File: src/design/mwc_rrg_pkg.sv
// Package for the multiply-with-carry random range generator.
// Types, action codes, generator constants and controller/datapath structs.
// No dependencies.
`default_nettype none

package mwc_rrg_pkg;

    localparam int ACT_W   = 2;
    localparam int WORD_W  = 32;
    localparam int HALF_W  = 16;

    typedef logic [ACT_W-1:0]         t_action;
    typedef logic [WORD_W-1:0]        t_word;
    typedef logic signed [WORD_W-1:0] t_sword;
    typedef logic [HALF_W-1:0]        t_half;

    localparam t_action ACT_RAW   = 2'd0;
    localparam t_action ACT_RANGE = 2'd1;
    localparam t_action ACT_FRAC  = 2'd2;

    localparam t_half UPPER_MULT = 16'd36969;
    localparam t_half LOWER_MULT = 16'd18000;
    localparam t_word SIGN_BIT   = 32'h8000_0000;
    localparam t_word LAG_RESET  = 32'd1;

    // remainder unit retires one dividend bit per step
    localparam int DIV_STEPS = WORD_W;
    localparam int CNT_W     = $clog2(DIV_STEPS);

    typedef struct packed {
        logic load;    // request accepted: latch fields, advance generator if the action draws
        logic step;    // one remainder iteration
        logic finish;  // load result register
    } t_dp_cmd;

    typedef struct packed {
        logic need_div;  // latched request needs the remainder unit
    } t_dp_sts;

endpackage

`default_nettype wire

File: src/design/mwc_rrg_if.sv
// Handshake interfaces for the request and result channels.
// Depends on mwc_rrg_pkg.
`default_nettype none

interface mwc_rrg_req_if;
    logic                 valid;
    logic                 ready;
    mwc_rrg_pkg::t_action action;
    mwc_rrg_pkg::t_sword  range_min;
    mwc_rrg_pkg::t_sword  range_max;

    modport source (output valid, output action, output range_min, output range_max,
                    input ready);
    modport sink   (input valid, input action, input range_min, input range_max,
                    output ready);
endinterface

interface mwc_rrg_rsp_if;
    logic                valid;
    logic                ready;
    mwc_rrg_pkg::t_word  raw_word;
    mwc_rrg_pkg::t_sword ranged_value;
    mwc_rrg_pkg::t_sword signed_fraction;
    logic                range_error;

    modport source (output valid, output raw_word, output ranged_value,
                    output signed_fraction, output range_error, input ready);
    modport sink   (input valid, input raw_word, input ranged_value,
                    input signed_fraction, input range_error, output ready);
endinterface

`default_nettype wire

File: src/design/mwc_rrg_ctrl.sv
// Controller FSM: accept, prepare, iterate remainder, hand result to output register.
// Depends on mwc_rrg_pkg.
`default_nettype none

module mwc_rrg_ctrl (
    input  wire                  i_clk,
    input  wire                  i_rst_n,
    input  wire                  i_req_valid,
    input  wire                  i_rsp_ready,
    input  mwc_rrg_pkg::t_dp_sts i_sts,
    output logic                 o_req_ready,
    output logic                 o_rsp_valid,
    output mwc_rrg_pkg::t_dp_cmd o_cmd
);
    import mwc_rrg_pkg::*;

    localparam logic [1:0] S_IDLE = 2'd0;
    localparam logic [1:0] S_PREP = 2'd1;
    localparam logic [1:0] S_DIV  = 2'd2;
    localparam logic [1:0] S_FIN  = 2'd3;

    localparam logic [CNT_W-1:0] CNT_LAST = CNT_W'(DIV_STEPS - 1);

    logic [1:0]       r_state, n_state;
    logic [CNT_W-1:0] r_cnt, n_cnt;
    logic             r_out_valid, n_out_valid;
    logic             w_accept;
    logic             w_out_free;

    assign o_req_ready = (r_state == S_IDLE);
    assign o_rsp_valid = r_out_valid;
    assign w_accept    = i_req_valid && o_req_ready;
    assign w_out_free  = !r_out_valid || i_rsp_ready;

    always_comb begin
        n_state     = r_state;
        n_cnt       = r_cnt;
        o_cmd       = '0;
        n_out_valid = r_out_valid && !i_rsp_ready;
        case (r_state)
            S_IDLE: begin
                if (w_accept) begin
                    o_cmd.load = 1'b1;
                    n_state    = S_PREP;
                end
            end
            S_PREP: begin
                n_cnt   = '0;
                n_state = i_sts.need_div ? S_DIV : S_FIN;
            end
            S_DIV: begin
                o_cmd.step = 1'b1;
                n_cnt      = r_cnt + 1'b1;
                if (r_cnt == CNT_LAST) begin
                    n_state = S_FIN;
                end
            end
            S_FIN: begin
                if (w_out_free) begin
                    o_cmd.finish = 1'b1;
                    n_out_valid  = 1'b1;
                    n_state      = S_IDLE;
                end
            end
            default: begin
                n_state = S_IDLE;
            end
        endcase
    end

    always_ff @(posedge i_clk) begin
        if (!i_rst_n) begin
            r_state     <= S_IDLE;
            r_cnt       <= '0;
            r_out_valid <= 1'b0;
        end else begin
            r_state     <= n_state;
            r_cnt       <= n_cnt;
            r_out_valid <= n_out_valid;
        end
    end

endmodule

`default_nettype wire

File: src/design/mwc_rrg_dp.sv
// Datapath: generator words, draw, bounds checks, bit-serial remainder, result register.
// Depends on mwc_rrg_pkg.
`default_nettype none

module mwc_rrg_dp (
    input  wire                  i_clk,
    input  wire                  i_rst_n,
    input  mwc_rrg_pkg::t_action i_action,
    input  mwc_rrg_pkg::t_sword  i_range_min,
    input  mwc_rrg_pkg::t_sword  i_range_max,
    input  mwc_rrg_pkg::t_dp_cmd i_cmd,
    output mwc_rrg_pkg::t_dp_sts o_sts,
    output mwc_rrg_pkg::t_word   o_raw_word,
    output mwc_rrg_pkg::t_sword  o_ranged_value,
    output mwc_rrg_pkg::t_sword  o_signed_fraction,
    output logic                 o_range_error
);
    import mwc_rrg_pkg::*;

    t_word   r_upper, r_lower;
    t_action r_act;
    t_word   r_lo, r_draw, r_span, r_rem, r_dvd;
    logic    r_err, r_eq, r_need_div;
    t_word   r_out_raw, r_out_ranged, r_out_frac;
    logic    r_out_err;

    t_word         w_up_prod, w_lo_prod, n_upper, n_lower, w_draw;
    logic          w_gt, w_eq, w_adv;
    logic [WORD_W:0] w_rem_sh;
    t_word         n_rem, w_offset, w_ranged;

    // generator update, one 16x16 constant multiply per word
    assign w_up_prod = WORD_W'(r_upper[HALF_W-1:0]) * WORD_W'(UPPER_MULT);
    assign w_lo_prod = WORD_W'(r_lower[HALF_W-1:0]) * WORD_W'(LOWER_MULT);
    assign n_upper   = w_up_prod + WORD_W'(r_upper[WORD_W-1:HALF_W]);
    assign n_lower   = w_lo_prod + WORD_W'(r_lower[WORD_W-1:HALF_W]);
    assign w_draw    = {n_upper[HALF_W-1:0], n_lower[HALF_W-1:0]};

    assign w_gt  = i_range_min > i_range_max;
    assign w_eq  = i_range_min == i_range_max;
    assign w_adv = (i_action == ACT_RAW) || (i_action == ACT_FRAC) ||
                   ((i_action == ACT_RANGE) && !w_gt && !w_eq);

    // restoring remainder step
    assign w_rem_sh = {r_rem, r_dvd[WORD_W-1]};
    assign n_rem    = (w_rem_sh >= {1'b0, r_span}) ? WORD_W'(w_rem_sh - {1'b0, r_span})
                                                   : w_rem_sh[WORD_W-1:0];

    // span of zero means the full 32-bit range
    assign w_offset = (r_span == '0) ? r_draw : r_rem;
    assign w_ranged = r_err ? '0 : (r_eq ? r_lo : r_lo + w_offset);

    assign o_sts.need_div = r_need_div;

    always_ff @(posedge i_clk) begin
        if (!i_rst_n) begin
            r_upper <= LAG_RESET;
            r_lower <= LAG_RESET;
        end else if (i_cmd.load && w_adv) begin
            r_upper <= n_upper;
            r_lower <= n_lower;
        end
    end

    always_ff @(posedge i_clk) begin
        if (i_cmd.load) begin
            r_act      <= i_action;
            r_lo       <= t_word'(i_range_min);
            r_span     <= t_word'(i_range_max) - t_word'(i_range_min) + 1'b1;
            r_draw     <= w_adv ? w_draw : '0;
            r_dvd      <= w_draw;
            r_rem      <= '0;
            r_err      <= (i_action == ACT_RANGE) && w_gt;
            r_eq       <= w_eq;
            r_need_div <= (i_action == ACT_RANGE) && w_adv;
        end else if (i_cmd.step) begin
            r_rem <= n_rem;
            r_dvd <= {r_dvd[WORD_W-2:0], 1'b0};
        end
    end

    always_ff @(posedge i_clk) begin
        if (i_cmd.finish) begin
            r_out_raw    <= r_draw;
            r_out_ranged <= (r_act == ACT_RANGE) ? w_ranged : '0;
            r_out_frac   <= (r_act == ACT_FRAC) ? (r_draw ^ SIGN_BIT) : '0;
            r_out_err    <= r_err;
        end
    end

    assign o_raw_word        = r_out_raw;
    assign o_ranged_value    = t_sword'(r_out_ranged);
    assign o_signed_fraction = t_sword'(r_out_frac);
    assign o_range_error     = r_out_err;

endmodule

`default_nettype wire

File: src/design/mwc_random_range_generator_top.sv
// Multiply-with-carry random range generator, top level.
// Request channel i_req (sink): action, range_min, range_max.
// Result channel o_rsp (source): raw_word, ranged_value, signed_fraction,
// range_error. One result per request, in request order.
// A request is taken when valid and ready are high at a rising edge; one
// request is in work at a time. Actions 0 and 2, action 1 with equal or
// reversed bounds, and the unused code skip the remainder unit and go from
// the prepare state straight to the finish state. Action 1 with a real span
// runs a bit-serial remainder unit over every bit of the draw before the
// finish state; the next request is taken only once the result is loaded.
// The result sits in an output register: a new request is taken while it
// waits, and if the receiver stalls, the next result holds in the datapath
// until the output register frees.
// Reset (synchronous, active low) sets both generator words to 1 and
// empties the block.
// Depends on mwc_rrg_pkg, mwc_rrg_if, mwc_rrg_ctrl, mwc_rrg_dp.
`default_nettype none

module mwc_random_range_generator_top (
    input  wire           i_clk,
    input  wire           i_rst_n,
    mwc_rrg_req_if.sink   i_req,
    mwc_rrg_rsp_if.source o_rsp
);
    import mwc_rrg_pkg::*;

    t_dp_cmd w_cmd;
    t_dp_sts w_sts;

    mwc_rrg_ctrl u_ctrl (
        .i_clk       (i_clk),
        .i_rst_n     (i_rst_n),
        .i_req_valid (i_req.valid),
        .i_rsp_ready (o_rsp.ready),
        .i_sts       (w_sts),
        .o_req_ready (i_req.ready),
        .o_rsp_valid (o_rsp.valid),
        .o_cmd       (w_cmd)
    );

    mwc_rrg_dp u_dp (
        .i_clk             (i_clk),
        .i_rst_n           (i_rst_n),
        .i_action          (i_req.action),
        .i_range_min       (i_req.range_min),
        .i_range_max       (i_req.range_max),
        .i_cmd             (w_cmd),
        .o_sts             (w_sts),
        .o_raw_word        (o_rsp.raw_word),
        .o_ranged_value    (o_rsp.ranged_value),
        .o_signed_fraction (o_rsp.signed_fraction),
        .o_range_error     (o_rsp.range_error)
    );

`ifndef ASSERT_OFF
    a_finish_shows_result: assert property (@(posedge i_clk) disable iff (!i_rst_n)
        w_cmd.finish |=> o_rsp.valid)
        else $error("result register not valid after finish");

    a_busy_after_load: assert property (@(posedge i_clk) disable iff (!i_rst_n)
        w_cmd.load |=> !i_req.ready)
        else $error("request taken while one is in work");

    a_error_clears_fields: assert property (@(posedge i_clk) disable iff (!i_rst_n)
        (o_rsp.valid && o_rsp.range_error) |->
            (o_rsp.raw_word == '0 && o_rsp.ranged_value == '0 &&
             o_rsp.signed_fraction == '0))
        else $error("reversed bounds result carries data");
`endif

endmodule

`default_nettype wire

File: src/flat_wrapper.sv
// flat-port wrapper written by rule: the top's interface ports become plain ports
module mwc_random_range_generator_top_flat import mwc_rrg_pkg::*;
  (i_clk, i_rst_n, i_req_valid, i_req_action, i_req_range_min, i_req_range_max, i_req_ready, o_rsp_valid, o_rsp_raw_word, o_rsp_ranged_value, o_rsp_signed_fraction, o_rsp_range_error, o_rsp_ready);
  mwc_rrg_req_if i_req_i ();
  mwc_rrg_rsp_if o_rsp_i ();
  input  wire i_clk;
  input  wire i_rst_n;
  input wire logic [$bits(i_req_i.valid)-1:0] i_req_valid;
  input wire logic [$bits(i_req_i.action)-1:0] i_req_action;
  input wire logic [$bits(i_req_i.range_min)-1:0] i_req_range_min;
  input wire logic [$bits(i_req_i.range_max)-1:0] i_req_range_max;
  output wire logic [$bits(i_req_i.ready)-1:0] i_req_ready;
  output wire logic [$bits(o_rsp_i.valid)-1:0] o_rsp_valid;
  output wire logic [$bits(o_rsp_i.raw_word)-1:0] o_rsp_raw_word;
  output wire logic [$bits(o_rsp_i.ranged_value)-1:0] o_rsp_ranged_value;
  output wire logic [$bits(o_rsp_i.signed_fraction)-1:0] o_rsp_signed_fraction;
  output wire logic [$bits(o_rsp_i.range_error)-1:0] o_rsp_range_error;
  input wire logic [$bits(o_rsp_i.ready)-1:0] o_rsp_ready;
  assign i_req_i.valid = i_req_valid;
  assign i_req_i.action = i_req_action;
  assign i_req_i.range_min = i_req_range_min;
  assign i_req_i.range_max = i_req_range_max;
  assign i_req_ready = i_req_i.ready;
  assign o_rsp_valid = o_rsp_i.valid;
  assign o_rsp_raw_word = o_rsp_i.raw_word;
  assign o_rsp_ranged_value = o_rsp_i.ranged_value;
  assign o_rsp_signed_fraction = o_rsp_i.signed_fraction;
  assign o_rsp_range_error = o_rsp_i.range_error;
  assign o_rsp_i.ready = o_rsp_ready;
  mwc_random_range_generator_top u_core (.i_clk(i_clk), .i_rst_n(i_rst_n), .i_req(i_req_i), .o_rsp(o_rsp_i));
endmodule
File: config.mk
export PLATFORM = sky130hd
export DESIGN_NAME = mwc_random_range_generator_top_flat
export DESIGN_NICKNAME = d
export VERILOG_FILES = /design/src/design/mwc_rrg_pkg.sv /design/src/design/mwc_rrg_if.sv /design/src/design/mwc_rrg_ctrl.sv /design/src/design/mwc_rrg_dp.sv /design/src/design/mwc_random_range_generator_top.sv /design/src/flat_wrapper.sv
export SDC_FILE = /design/constraint.sdc
export NUM_CORES = 1
export LEC_CHECK = 0
export BUFFER_PORTS_ARGS = -buffer_cell sky130_fd_sc_hd__buf_2
export CAP_MARGIN = 25
export CORE_ASPECT_RATIO = 1.1
export CORE_MARGIN = 8
export CORE_UTILIZATION = 46
export CTS_CLUSTER_SIZE = 40
export DETAILED_ROUTE_END_ITERATION = 8
export GPL_ROUTABILITY_DRIVEN = 0
export SLEW_MARGIN = 20
export SYNTH_ARGS = -nofsm -noshare
export SYNTH_HDL_FRONTEND = slang
export SYNTH_SLANG_ARGS = --single-unit
File: constraint.sdc
create_clock -name i_clk -period 8.38 [get_ports i_clk]
set_clock_uncertainty 0.2 [all_clocks]
set_input_delay 0.838 -clock i_clk [delete_from_list [all_inputs] [get_ports i_clk]]
set_output_delay 0.838 -clock i_clk [all_outputs]
set_load 0.02 [all_outputs]
Word-level counts from Yosys, hierarchy flattened
Cells that the tools add are included.

storage, ports and cells
  register bits after elaboration = 334
  word-level logic and storage cells = 82

cells by class
  add/sub/neg operators = 7
  multipliers = 2
  order comparisons = 2
  eq/ne operators = 12
  multiplexer cells = 18
  bitwise operators = 2
  reduce and logical (&&, ||, !) cells = 21

operators with widths
  cell                      number
  $mux W32                  5
  $sub A32 B32 Y32          2
  $ge A33 B32 Y1            1
  $add A31 B16 Y32          1
  $add A32 B1 Y32 const B   1
  $add A32 B16 Y32          1
  $add A32 B32 Y32          1
  $eq A32 B32 Y1            1
  $gt A32 B32 Y1            1
  $logic_not A32 Y1         1
  $mul A16 B16 Y32 const B  1
  $mul A16 B11 Y27 const B  1
  $pmux W5 S2               1
  $eq A2 B2 Y1 const B      4
  $mux W1                   8
  $pmux W2 S4               1
  $logic_and A1 B1 Y1       7
  $eq A2 B1 Y1 const B      3
  $mux W2                   3
  $add A5 B1 Y5 const B     1
  $eq A5 B5 Y1 const B      1
  $logic_not A1 Y1          4
  $logic_not A2 Y1          2
  $ne A2 B2 Y1 const B      2
  other kinds (6)           10

Longest topological paths before layout
  depth in word-level cells = 6
  depth in mapped cells = 23

Cells and area by module
A second synthesis with hierarchy kept.

unflattened totals
  cell total of the unflattened synthesis = 2738
  area, all modules = 27107.2 µm²

modules (own cells, without submodules)
  module        times used  cells each  area each (µm²)  seq. area each (µm²)
  mwc_rrg_dp    1           2684        26633.0          8828.5
  mwc_rrg_ctrl  1           54          474.2            160.2

Least setup slack after synthesis
Ideal clock, no wire load.

  path kind = input -> register
  from = input port o_rsp_ready
  to = register u_core.u_dp.r_out_err (netlist: u_core.u_dp.o_range_error) (enable)
  setup time = 0.565 ns
  arrival time = 5.201 ns
  data required time = 7.615 ns
  setup slack = 2.413 ns
  stages on the path = 2
  path buffers = 0
  cells stage by stage = nor2b_1 -> nor2b_1

RTL lines
  item                    line                text
  start: declaration      flat_wrapper.sv:18  input wire logic [$bits(o_rsp_i.ready)-1:0] o_rsp_ready;
  end signal: assignment  mwc_rrg_dp.sv:87    r_out_err <= r_err;
  end: declaration        mwc_rrg_dp.sv:25    logic r_out_err;

Worst setup path in the final report
  from = register u_core.u_dp.r_upper[2]
  to = register u_core.u_dp.r_upper[30]

between the ends
  cells in the longest elaborated chain, start to end = 2

RTL lines
  item                      line              text
  start: declaration        mwc_rrg_dp.sv:20  t_word r_upper, r_lower;
  start signal: assignment  mwc_rrg_dp.sv:60  r_upper <= n_upper;
  $mul A16 B16 Y32          mwc_rrg_dp.sv:33  assign w_up_prod = WORD_W'(r_upper[HALF_W-1:0]) * WORD_W'(UPPER_MULT);
  $add A32 B16 Y32          mwc_rrg_dp.sv:35  assign n_upper = w_up_prod + WORD_W'(r_upper[WORD_W-1:HALF_W]);

No other way between the ends.
A chain may end at the register's enable or synchronous reset.

==> run_results.csv <==
group,metric,value,unit
placement,placed_area,28600,um2
worst_setup_path,r2r_slack,2.18,ns
worst_hold_path,hold_start,"u_core.u_dp.r_upper[16]",
power,irDropWorstVdd,181,uV
sta,slew_viol_final,0,
route,ant_nets,0,
yosys,yosys.area_share.simple,12.4,%
yosys,synth_xor_area_share,4.26,%
clocking,cts_tree,"yes",
route,first_iter_violations,1437,
worst_setup_path,r2r-end,"u_core.u_dp.r_upper[30]",
placement,portBuffers,168,
floorplan,start_util,46.2,%
cells_and_area,area_growth,11.0,%
cells_and_area,drive_above_1_share,10.2,%
yosys,synth-edff-count,230,
floorplan,die_area,66500,um2
placement,place_inst,3679,
power,p_switching,4.69,mW
cells_and_area,nNetsFinal,3550,
power,p_per_area,343,nW/um2
sta,rsz0062_at_grt,"no",
worst_setup_path,cp-end-kind,"register",
clocking,cts-buffers-inserted,38,
yosys,synthTopCellsByArea,"edfxtp_1 26%, ha_1 20%, dfxtp_1 7.7%",
sta,period_minus_slack,6.20,ns
route,wl_per_cell,19.3,um
worst_setup_path,required,8.59,ns
route,wl,72400,um
clocking,hold_buffers,0,
sta,finalCritPeriodShare,73.9,%
sta,setup_slack,2.18,ns
sta,setup-violations-final,0,
worst_hold_path,hold-path-cell-count,2,
worst_setup_path,cp_top_family,"adder cells",
yosys,synth-seq-cells,334,
worst_setup_path,crit_fanout,7,
sta,max_freq,161,MHz
yosys,synth-compound-area-share,14.6,%
yosys,synthMuxAreaShare,2.35,%
global_route,grt_max_degree,79,
floorplan,die_y,270,um
worst_setup_path,worst-r2r-cell-count,23,
worst_setup_path,path_cells,"ha_1, inv_1, fa_1, inv_1, ha_1, inv_1, fa_1, inv_1, ha_1, inv_1, fa_1, inv_1, ha_1, o21a_1, o21ai_0, o21bai_1, a311oi_1, o31ai_1, a21oi_1, o21ai_1, a21oi_1, or4b_1, a31oi_1",
worst_hold_path,hold_path.class,"register to register",
worst_setup_path,critPathMaxStageDelay,0.87,ns
worst_setup_path,cp.arrival,6.40,ns
global_route,antenna_found_initial,3,
global_route,grt_pass1_wl,116000,um
yosys,synth_top_area_cell,"edfxtp_1",
clocking,cts-htree-levels,2,
floorplan,chipWidth,247,um
clocking,ctsResizeCount,0,
floorplan,num_rows,93,
placement,dpl_worst_slack,2.30,ns
global_route,overflow,0,
floorplan,coreArea,58200,um2
worst_setup_path,reg2reg_from,"u_core.u_dp.r_upper[2]",
yosys,syn_area_per_cell,9.57,um2
route,vias,20900,
sta,hold_violations,0,
route,drc,0,
worst_setup_path,critical-path-slowest-cell,"a311oi_1",
yosys,synth_top_flop_cell,"edfxtp_1",
route,viasPerCell,5.56,
worst_setup_path,crit_top_cell,"inv_1",
worst_setup_path,critPathKind,"register to register",
power,finalPower,10.2,mW
clocking,max-clock-path-buffers,3,
clocking,clk-insertion-delay-late,0.56,ns
yosys,synth_cell_types,79,
sta,max_slew_margin,30.7,%
clocking,cts_sinks,334,
power,internal-power,5.55,mW
worst_setup_path,critPathBufInv,6,
sta,finalSetupTns,0,ns
sta,holdWs,0.260,ns
cells_and_area,post-route-cell-area,29900,um2
sta,worst_pin_slew,1.01,ns
yosys,synth_cells,2812,
worst_setup_path,start_kind,"register",
global_route,gr-usage-all-layers,21.7,%
yosys,synth_top_family_by_area,"adder cells",
power,pwr-share-clk,16.7,%
global_route,grt_pass1_vias,21500,
floorplan,io_pins,169,
yosys,ys_async_sr_fraction,0,%
worst_hold_path,hold_end,"u_core.u_dp.r_upper[16]",
cells_and_area,final_core_util,51.3,%
yosys,synth_top_area_share,25.7,%
clocking,cts-root-buf,"clkbuf_16",
power,p_seq_share,27.2,%
yosys,syn_nets,3400,
yosys,syn-cell-area,26900,um2
power,sw_frac_of_total,45.8,%
status,status,"completed",
yosys,yosysWarnings,0,
route,dr.pass1.iters,5,
power,p_leak,14.4,nW
placement,dp.final_hpwl,56500,um
cells_and_area,layoutNonFillerInstCount,3754,
clocking,cts.clk_slew.worst_paths,0.06,ns
yosys,yosysSeqAreaShare,33.4,%
yosys,synthAdderAreaFrac,26.6,%
clocking,postCtsSetupBuffers,0,
run,cap_viol_max_count,0,
power,comb_power_share,56.1,%
-- cell usage after synthesis (all sizes together) (4+ instances only) --
library cell  count
ha              427
inv             376
edfxtp          230
a21oi           223
nand2           203
nor2            177
o21ai           139
dfxtp           104
fa               91
xnor2            80
a21o             71
clkbuf           62
xor2             51
nand3            50
and2             41
nand2b           40
a211oi           39
nor2b            36
mux2             33
nor3             28
and3             27
nand4            27
mux2i            26
o21a             21
o21bai           19
a31oi            18
nor4             17
o211ai           15
buf              14
o31ai            14
or3               9
a211o             8
a32oi             8
or2               7
or4               7
o311ai            6
a2111oi           5
a21boi            5
a221o             4
a311oi            4
and4              4
-- metal layers --
layer | routed length, um | global-route usage [%]
met5 | 0 | 0
met4 | 2320 | 6.96
met3 | 3530 | 2.97
met2 | 36500 | 38.5
met1 | 30000 | 26.7
-- cell families (layout without fill, tap and decap cells) --
logic type | Yosys count | count (layout)
and+or+nand+nor | 687 | 687
AOI/OAI and AO/OA | 631 | 631
adders and majority gates | 518 | 518
buffers and inverters | 452 | 631
DFF | 334 | 334
xor gates and xnor gates | 131 | 131
muxes | 59 | 59
other | 0 | 3
-- tightest hold or removal path, cell delays in order, from the launching register on --
cell	delay, ns
dfxtp_1	0.31
nand2_1	0.05
a21oi_1	0.05
-- power groups by stage --
stage	clock network, mW	logic, mW	registers, mW
after floorplan	0	4.22	2.66
after global placement	0	5.60	2.81
after detailed placement	0	5.71	2.82
after CTS	1.75	5.76	2.79
after global routing	1.80	6.52	2.83
final	1.71	5.74	2.79
-- cell usage in the layout, fill, tap and decap left out, drive strengths merged, types with 27 or more instances in the layout --
cell type / n
a211oi: 39
a21o: 71
a21oi: 223
and2: 41
and3: 27
buf: 186
clkbuf: 46
dfxtp: 104
edfxtp: 230
fa: 91
ha: 427
inv: 378
mux2: 33
nand2: 203
nand2b: 40
nand3: 50
nand4: 27
nor2: 177
nor2b: 36
nor3: 28
o21ai: 139
xnor2: 80
xor2: 51
-- worst max-delay path by stage --
stage,start,endpoint,cells past startpoint
finish,u_core.u_dp.r_upper[2],u_core.u_dp.r_upper[30],23
global route,u_core.u_dp.r_upper[1],u_core.u_dp.r_upper[31],23
CTS,u_core.u_dp.r_upper[2],u_core.u_dp.r_upper[30],23
detailed placement,u_core.u_dp.r_upper[2],u_core.u_dp.r_upper[31],23
global placement,u_core.u_dp.r_upper[1],u_core.u_dp.r_upper[31],23
floorplan,o_rsp_ready,u_core.u_dp.o_range_error,2
-- layout make-up --
type / instances / area (um2)
Inverter: 376 / 1410
Clock inverter: 23 / 209
Clock buffer: 46 / 1040
Multi-Input combinational cell: 2026 / 16200
Sequential cell: 334 / 8990
Tap cell: 760 / 951
Timing Repair Buffer: 186 / 1020
Fill cell: 5358 / 28300
Antenna cell: 3 / 7.51
No activity file was read; power rests on OpenSTA's default activity.
